===== config.mk =====
export PLATFORM = sky130hd
export DESIGN_NAME = gnos_div_cell
export DESIGN_NICKNAME = d
export VERILOG_FILES = /design/src/rtl/core/gnos_pkg.sv /design/src/rtl/core/gnos_div_cell.sv
export SDC_FILE = /design/constraint.sdc
export NUM_CORES = 1
export LEC_CHECK = 0
export ABC_AREA = 1
export BUFFER_PORTS_ARGS = -buffer_cell sky130_fd_sc_hd__buf_2
export CAP_MARGIN = 20
export CORE_UTILIZATION = 40
export CTS_CLUSTER_DIAMETER = 60
export DETAILED_ROUTE_END_ITERATION = 10
export GPL_ROUTABILITY_DRIVEN = 0
export GPL_TIMING_DRIVEN = 0
export MAX_ROUTING_LAYER = met4
export PLACE_DENSITY_LB_ADDON = 0.12
export SETUP_SLACK_MARGIN = 0.5
export SYNTH_ARGS = -nofsm -noshare
export SYNTH_HDL_FRONTEND = slang
export SYNTH_SLANG_ARGS = --single-unit

===== constraint.sdc =====
create_clock -name clk -period 0.8 [get_ports clk]
set_input_delay 0.16 -clock clk [delete_from_list [all_inputs] [get_ports clk]]
set_output_delay 0.16 -clock clk [all_outputs]
set_load 0.02 [all_outputs]

===== src/rtl/core/gnos_pkg.sv =====
`timescale 1ns / 1ps
`default_nettype none

package gnos_pkg;

    // Stages in one octave cell.
    localparam int CELL_LAT = 16;

    // Quotient bits of the normalizing divider.
    localparam int QUO_W = 16;

    // Fixed formats of the noise datapath.
    localparam int FRAC_W = 16;                 // cell fraction, Q0.16
    localparam int CORD_W = FRAC_W + 2;         // corner offset, t or t - 1
    localparam int GRAD_W = FRAC_W + 3;         // gradient term and blends
    localparam int DIFF_W = GRAD_W + 1;
    localparam int PROD_W = DIFF_W + FRAC_W + 1;
    localparam int SCL_PROD_W = GRAD_W + 18;

    localparam logic [17:0] SCALE_Q16 = 18'd68157;   // 1.04 in Q.16

    localparam logic [15:0] AMP_ONE = 16'd32768;     // 1.0 in Q.15

    localparam logic signed [QUO_W:0] NOISE_MAX = 17'sd32767;
    localparam logic signed [QUO_W:0] NOISE_MIN = -17'sd32768;

    // Configuration register indexes.
    localparam logic [1:0] CFG_OCTAVES = 2'd0;
    localparam logic [1:0] CFG_PERSIST = 2'd1;

    localparam logic [3:0]  OCTAVES_RST = 4'd1;
    localparam logic [15:0] PERSIST_RST = 16'd16384;

    localparam logic [7:0] PERM [256] = '{
        8'd6, 8'd119, 8'd52, 8'd224, 8'd161, 8'd63, 8'd89, 8'd255, 8'd93, 8'd178,
        8'd68, 8'd30, 8'd236, 8'd127, 8'd183, 8'd104, 8'd86, 8'd232, 8'd133, 8'd233,
        8'd220, 8'd41, 8'd205, 8'd144, 8'd58, 8'd67, 8'd191, 8'd149, 8'd96, 8'd231,
        8'd97, 8'd209, 8'd71, 8'd49, 8'd113, 8'd2, 8'd120, 8'd235, 8'd166, 8'd223,
        8'd46, 8'd11, 8'd216, 8'd158, 8'd15, 8'd44, 8'd112, 8'd130, 8'd27, 8'd25,
        8'd136, 8'd69, 8'd196, 8'd122, 8'd8, 8'd84, 8'd227, 8'd22, 8'd143, 8'd101,
        8'd3, 8'd51, 8'd32, 8'd64, 8'd253, 8'd13, 8'd225, 8'd56, 8'd201, 8'd230,
        8'd107, 8'd140, 8'd137, 8'd204, 8'd254, 8'd74, 8'd87, 8'd19, 8'd176, 8'd165,
        8'd66, 8'd17, 8'd207, 8'd249, 8'd197, 8'd211, 8'd54, 8'd123, 8'd128, 8'd105,
        8'd202, 8'd252, 8'd239, 8'd121, 8'd181, 8'd186, 8'd40, 8'd208, 8'd146, 8'd251,
        8'd210, 8'd92, 8'd138, 8'd79, 8'd162, 8'd29, 8'd91, 8'd83, 8'd106, 8'd43,
        8'd244, 8'd21, 8'd215, 8'd141, 8'd47, 8'd95, 8'd7, 8'd73, 8'd152, 8'd241,
        8'd42, 8'd31, 8'd134, 8'd117, 8'd156, 8'd85, 8'd237, 8'd124, 8'd172, 8'd23,
        8'd175, 8'd245, 8'd33, 8'd238, 8'd90, 8'd188, 8'd203, 8'd187, 8'd1, 8'd37,
        8'd38, 8'd14, 8'd110, 8'd200, 8'd24, 8'd229, 8'd35, 8'd234, 8'd217, 8'd16,
        8'd206, 8'd214, 8'd174, 8'd60, 8'd222, 8'd154, 8'd111, 8'd116, 8'd12, 8'd212,
        8'd102, 8'd169, 8'd177, 8'd28, 8'd228, 8'd194, 8'd147, 8'd192, 8'd242, 8'd61,
        8'd193, 8'd240, 8'd168, 8'd72, 8'd213, 8'd98, 8'd45, 8'd103, 8'd114, 8'd53,
        8'd26, 8'd62, 8'd129, 8'd248, 8'd34, 8'd247, 8'd50, 8'd153, 8'd135, 8'd226,
        8'd246, 8'd88, 8'd199, 8'd151, 8'd9, 8'd65, 8'd189, 8'd157, 8'd198, 8'd125,
        8'd132, 8'd70, 8'd173, 8'd185, 8'd180, 8'd76, 8'd221, 8'd115, 8'd81, 8'd80,
        8'd219, 8'd39, 8'd145, 8'd243, 8'd150, 8'd179, 8'd148, 8'd82, 8'd163, 8'd100,
        8'd48, 8'd160, 8'd36, 8'd164, 8'd5, 8'd118, 8'd155, 8'd99, 8'd75, 8'd170,
        8'd18, 8'd131, 8'd167, 8'd139, 8'd77, 8'd190, 8'd94, 8'd195, 8'd218, 8'd78,
        8'd57, 8'd159, 8'd4, 8'd10, 8'd109, 8'd184, 8'd182, 8'd171, 8'd250, 8'd59,
        8'd142, 8'd108, 8'd20, 8'd55, 8'd126, 8'd0
    };

    // Dot product of the edge gradient that h selects with the corner offset.
    function automatic logic signed [GRAD_W-1:0] grad(
        input logic [3:0]               h,
        input logic signed [CORD_W-1:0] x,
        input logic signed [CORD_W-1:0] y,
        input logic signed [CORD_W-1:0] z
    );
        logic signed [GRAD_W-1:0] u;
        logic signed [GRAD_W-1:0] v;
        u = (h < 4'd8) ? GRAD_W'(x) : GRAD_W'(y);
        if (h < 4'd4)
            v = GRAD_W'(y);
        else if (h == 4'd12 || h == 4'd14)
            v = GRAD_W'(x);
        else
            v = GRAD_W'(z);
        if (h[0])
            u = -u;
        if (h[1])
            v = -v;
        return u + v;
    endfunction

endpackage

`default_nettype wire


===== src/rtl/core/gnos_div_cell.sv =====
`timescale 1ns / 1ps
`default_nettype none

// One restoring division step: decides quotient bit BIT and passes the
// partial remainder on.
module gnos_div_cell #(
    parameter int TOT_W = 44,
    parameter int DEN_W = 27,
    parameter int BIT   = 0
) (
    input  logic                         clk,
    input  logic                         rst_n,
    input  logic                         in_valid,
    input  logic                         in_sign,
    input  logic [TOT_W-1:0]             in_rem,
    input  logic [DEN_W-1:0]             in_den,
    input  logic [gnos_pkg::QUO_W-1:0]   in_quo,
    output logic                         out_valid,
    output logic                         out_sign,
    output logic [TOT_W-1:0]             out_rem,
    output logic [DEN_W-1:0]             out_den,
    output logic [gnos_pkg::QUO_W-1:0]   out_quo
);
    import gnos_pkg::*;

    localparam int EXT_W = TOT_W + 1;

    logic [EXT_W-1:0]  trial;
    logic              valid_reg;
    logic              sign_reg;
    logic [TOT_W-1:0]  rem_reg;
    logic [TOT_W-1:0]  rem_next;
    logic [DEN_W-1:0]  den_reg;
    logic [QUO_W-1:0]  quo_reg;
    logic [QUO_W-1:0]  quo_next;

    always_comb
    begin
        trial    = {1'b0, in_rem} - (EXT_W'(in_den) << BIT);
        rem_next = in_rem;
        quo_next = in_quo;
        if (!trial[TOT_W])
        begin
            rem_next      = trial[TOT_W-1:0];
            quo_next[BIT] = 1'b1;
        end
    end

    always_ff @(posedge clk or negedge rst_n)
    begin
        if (!rst_n)
            valid_reg <= 1'b0;
        else
            valid_reg <= in_valid;
    end

    always_ff @(posedge clk)
    begin
        sign_reg <= in_sign;
        rem_reg  <= rem_next;
        den_reg  <= in_den;
        quo_reg  <= quo_next;
    end

    assign out_valid = valid_reg;
    assign out_sign  = sign_reg;
    assign out_rem   = rem_reg;
    assign out_den   = den_reg;
    assign out_quo   = quo_reg;

endmodule

`default_nettype wire


* After elaboration in Yosys (flattened, before gate mapping)
Cells that the tools add are included.
Widths: inputs -> output; s select.
** Operators by class
- Add/subtract/negate cells :: 1
- Mux-type cells :: 1
** Operators with widths (count)
- $sub 44x27->45 :: 1
- $mux 44 :: 1
** Storage, ports and cells
- Register bits :: 89
- Output and inout bits :: 89
- Logic and storage cells :: 8

* Longest topological paths before layout
- Depth after elaboration :: 2
- Depth in mapped cells :: 15
- Gate-level depth less buffers :: 15

* Least setup slack after synthesis
Ideal clock, no wire load.
- Kind :: input to register
- Start :: input port in_rem[0]
- End :: register rem_reg[3], in the netlist out_rem[3]
- Library setup time :: 0.118 ns
- Arrival time :: 1.792 ns
- Required time :: 0.682 ns
- Path slack :: -1.110 ns
- Cell stages on the path :: 14
- Buffers on the path :: 1
- Path through :: inv_1 > ha_1 > fa_1 > inv_1 > nand3_1 > nand3_2 > nand2_1 > nand3b_4 > nand2_2 > nand3_4 > inv_8 > buf_6 > nand2_1 > o21ai_2
** On the way
- Word-level cells in the longest chain between the ends :: 2
** Ends and longest elaborated chain
- from (decl) :: line gnos_div_cell.sv:15 : input logic [TOT_W-1:0] in_rem,
- $sub 44x27->45 :: line gnos_div_cell.sv:39 : trial = {1'b0, in_rem} - (EXT_W'(in_den) << BIT);
- $mux 44 :: line gnos_div_cell.sv:42 : if (!trial[TOT_W])
- via rem_next[3] :: line gnos_div_cell.sv:32 : logic [TOT_W-1:0] rem_next;
- to (signal assigned) :: line gnos_div_cell.sv:60 : rem_reg <= rem_next;
- to (decl) :: line gnos_div_cell.sv:31 : logic [TOT_W-1:0] rem_reg;
The timed path passes the listed nets, and every way through them passes these cells.
A chain may end at the register's enable or synchronous reset.

* Worst setup path after layout
- Start :: input port in_rem[0]
- End :: register rem_reg[16], in the netlist out_rem[16]
The elaborated chain is that of the path after synthesis.

==> flow_summary.json <==
{
  "syn_to_final_growth_pct": 58.92,
  "p_leak_nw": 4.249,
  "violations": "hold timing, setup timing",
  "cts-root-buf": "clkbuf_16",
  "wl_per_cell_um": 13.12,
  "rows": 42,
  "hp-class": "in2reg",
  "hold-worst-slack_ns": -0.09874,
  "pwr-share-comb_pct": 32.5,
  "rsz0062_at_grt": "true",
  "drive_above_1_share_pct": 45.29,
  "wl_um": 15960,
  "h-tree-depth": 3,
  "grt_max_degree": 16,
  "setup_violations": 134,
  "hold_viol": 45,
  "cts_tree": "yes",
  "placed_area_um2": 7158,
  "firstDrtPassIters": 5,
  "synth-main-ff-cell": "dfxtp_1",
  "ys_async_sr_fraction_pct": 1.124,
  "maxCapViolCount": 0,
  "initialDrtViolationCount": 332,
  "cts.clk_slew.worst_paths_ns": 0.07,
  "min_period_over_period_pct": 198.7,
  "clkPwrFrac_pct": 31.6,
  "cts_inserted_buffers": 9,
  "drc": 0,
  "relSlewSlack_pct": 72.38,
  "yosysTopAreaCellShare_pct": 32.71,
  "ys_seq_area_share_pct": 33.18,
  "cp.required_ns": 1.04,
  "worstMarginPinSlew_ns": 0.4104,
  "clock-sinks": 89,
  "cp_cell_sequence": "buf_8 -> inv_8 -> ha_4 -> fa_2 -> inv_4 -> nand3_4 -> nand3_4 -> nand2_4 -> nand3b_4 -> nand2_4 -> nand3_4 -> buf_12 -> inv_8 -> buf_12 -> nand2_2 -> o21ai_2",
  "cts_hold_buf": 1,
  "synth_edf_count": 0,
  "grt_overflow": 0,
  "status": "complete, but fails checks",
  "die_w_um": 118.0,
  "crit_top_cell": "nand3_4",
  "crit_path_top_delay_cell": "fa_2",
  "clockBufferDepth": 2,
  "core_um2": 13190,
  "seq_power_share_pct": 35.9,
  "p_total_mw": 14.27,
  "worstSetupPathType": "in2reg",
  "ir_worst_vdd_uv": 1158,
  "worst-path-max-fanout": 5,
  "switching_share_pct": 31.48,
  "dp_hpwl_um": 12560,
  "start_util_pct": 40.83,
  "p_per_area_nw_per_um2": 1667,
  "die_y_um": 118.0,
  "syn_nets": 946,
  "max_freq_mhz": 629.0,
  "antenna_cells": 0,
  "nFillCells": 1183,
  "period_needed_ns": 1.590,
  "drv_slew": 0,
  "cp-start-kind": "primary input",
  "synth.distinct_cells": 34,
  "grt_antenna_before_repair": 0,
  "final_antenna_net_count": 0,
  "die_area_um2": 13930,
  "worstSetupEndpointType": "flip-flop",
  "vias": 5595,
  "io_pins": 180,
  "ys_top_cells_by_count": "297 x nand2_1, 160 x inv_1, 88 x dfxtp_1, 78 x nor2_1, 41 x nand3_1",
  "netlist_top_cells_area": "dfxtp_1 33%, nand2_1 21%, inv_1 11%, ha_1 6.3%, nor2_1 5.4%",
  "grt_pass1_vias": 5430,
  "tns_ns": -47.51,
  "yosysTopAreaCell": "dfxtp_1",
  "grt_usage_pct": 24.50,
  "yosys.cell_count.top_type": "nand2_1",
  "io_buffers": 179,
  "grt_pass1_wl_um": 26120,
  "final_cell_area_um2": 8558,
  "finalWorstSetupSlack_ns": -0.7898,
  "via_per_inst": 4.601,
  "crit_path_max_incr_delay_ns": 0.36,
  "critPathBufInv": 6,
  "intPower_mw": 9.778,
  "nNetsFinal": 1155,
  "p_sw_mw": 4.492,
  "cpLargestDelayFamily": "simple AND/OR/NAND/NOR gates",
  "ys_ff_latch": 89,
  "worstPathArrival_ns": 1.83,
  "yosys_warnings": 0,
  "synthCells": 827,
  "synth_area_per_cell_um2": 6.512,
  "syn_area_um2": 5385
}
cell families after synthesis:
logic type / count (synthesis) / share of synthesized area, %
AOI/OAI and AO/OA: 52 / 7.203
xor gates and xnor gates: 18 / 2.928
adders and majority gates: 28 / 6.645
buffers and inverters: 173 / 13.50
DFF: 89 / 33.18
and+or+nand+nor: 467 / 36.55
sequential cells by signal (all words and copies together) (netlist names):
| name | cells |
|---|---|
| out_valid | 1 |
| out_den | 27 |
| out_rem | 44 |
| out_quo | 16 |
| out_sign | 1 |
layout make-up:
| cell class | instances | area (µm²) | area share [%] |
|---|---|---|---|
| flip-flops and latches | 89 | 2102 | 24.56 |
| clock buffers | 9 | 225.2 | 2.632 |
| clock inverters | 6 | 92.59 | 1.082 |
| inverters | 167 | 644.4 | 7.529 |
| plain buffers | 6 | 111.4 | 1.301 |
| repair buffers | 197 | 1667 | 19.47 |
| well taps | 176 | 220.2 | 2.573 |
| repair inverters | 1 | 11.26 | 0.1316 |
| multi-input cells | 565 | 3485 | 40.72 |
path summary, 6_finish.rpt:
| check | from | to | slack (ns) | depth (start not counted) |
|---|---|---|---|---|
| min in group asynchronous | rst_n | out_valid | 0.14 | 2 |
| worst min-delay path | in_sign | out_sign | -0.1 | 1 |
| max in group asynchronous | rst_n | out_valid | 0.58 | 2 |
| worst max-delay path | in_rem[0] | out_rem[16] | -0.79 | 16 |
power groups by stage:
stage	Sequential (mW)	Combinational, mW	Clock (mW)
after global routing	5.17	5.01	4.81
after global placement	5.09	3.73	0
final	5.12	4.63	4.52
after detailed placement	5.10	3.76	0
after floorplan	5.74	1.88	0
after CTS	5.13	4.54	4.63
timing repair:
action	in CTS	in global routing
hold endpoints to repair	46	45
resized for setup	256	15
gates cloned	3	0
pin swaps	11	10
buffers inserted	12	3
setup endpoints to repair	134	134
layer usage:
layer	GRT usage, %	share of wire [%]	vias to the layer above
li1	-	-	2909
met1	30.54	46	2459
met2	39.08	46	200
met3	4.651	6.3	27
met4	9.455	2.5	0
met5	-	0	-
placed cells by master (no fill, tap or decap), types with 4 or more instances in the layout:
master | netlist | routed
buf_4 | 0 | 12
inv_1 | 160 | 150
nor2_1 | 78 | 67
ha_4 | 0 | 25
nor3_1 | 5 | 5
nor2_2 | 5 | 13
buf_12 | 2 | 6
nand3_1 | 41 | 31
a21oi_2 | 9 | 10
nand3b_1 | 4 | 4
nand2_2 | 17 | 45
a21oi_4 | 1 | 4
buf_2 | 0 | 88
dfxtp_4 | 0 | 82
clkbuf_16 | 0 | 9
nand2_1 | 297 | 261
nand4_1 | 12 | 12
inv_2 | 6 | 14
xnor2_1 | 15 | 15
nand2_4 | 0 | 8
o21ai_0 | 7 | 5
nor2_4 | 1 | 4
nand3_2 | 1 | 9
dfxtp_2 | 0 | 6
a21oi_1 | 14 | 10
buf_6 | 2 | 93
o21ai_2 | 20 | 20
metrics by stage:
step | utilization [%] | cells | setup WS, ns
floorplan | - | 827 | -0.9118
global placement | 54.27 | 1182 | -1.469
detailed placement | 54.27 | 1182 | -1.499
CTS | 64.18 | 1213 | -0.7604
global route | 64.88 | 1216 | -0.8484
finish | 64.88 | 1216 | -0.7898
Note: power is estimated with default switching activity, not from simulation.
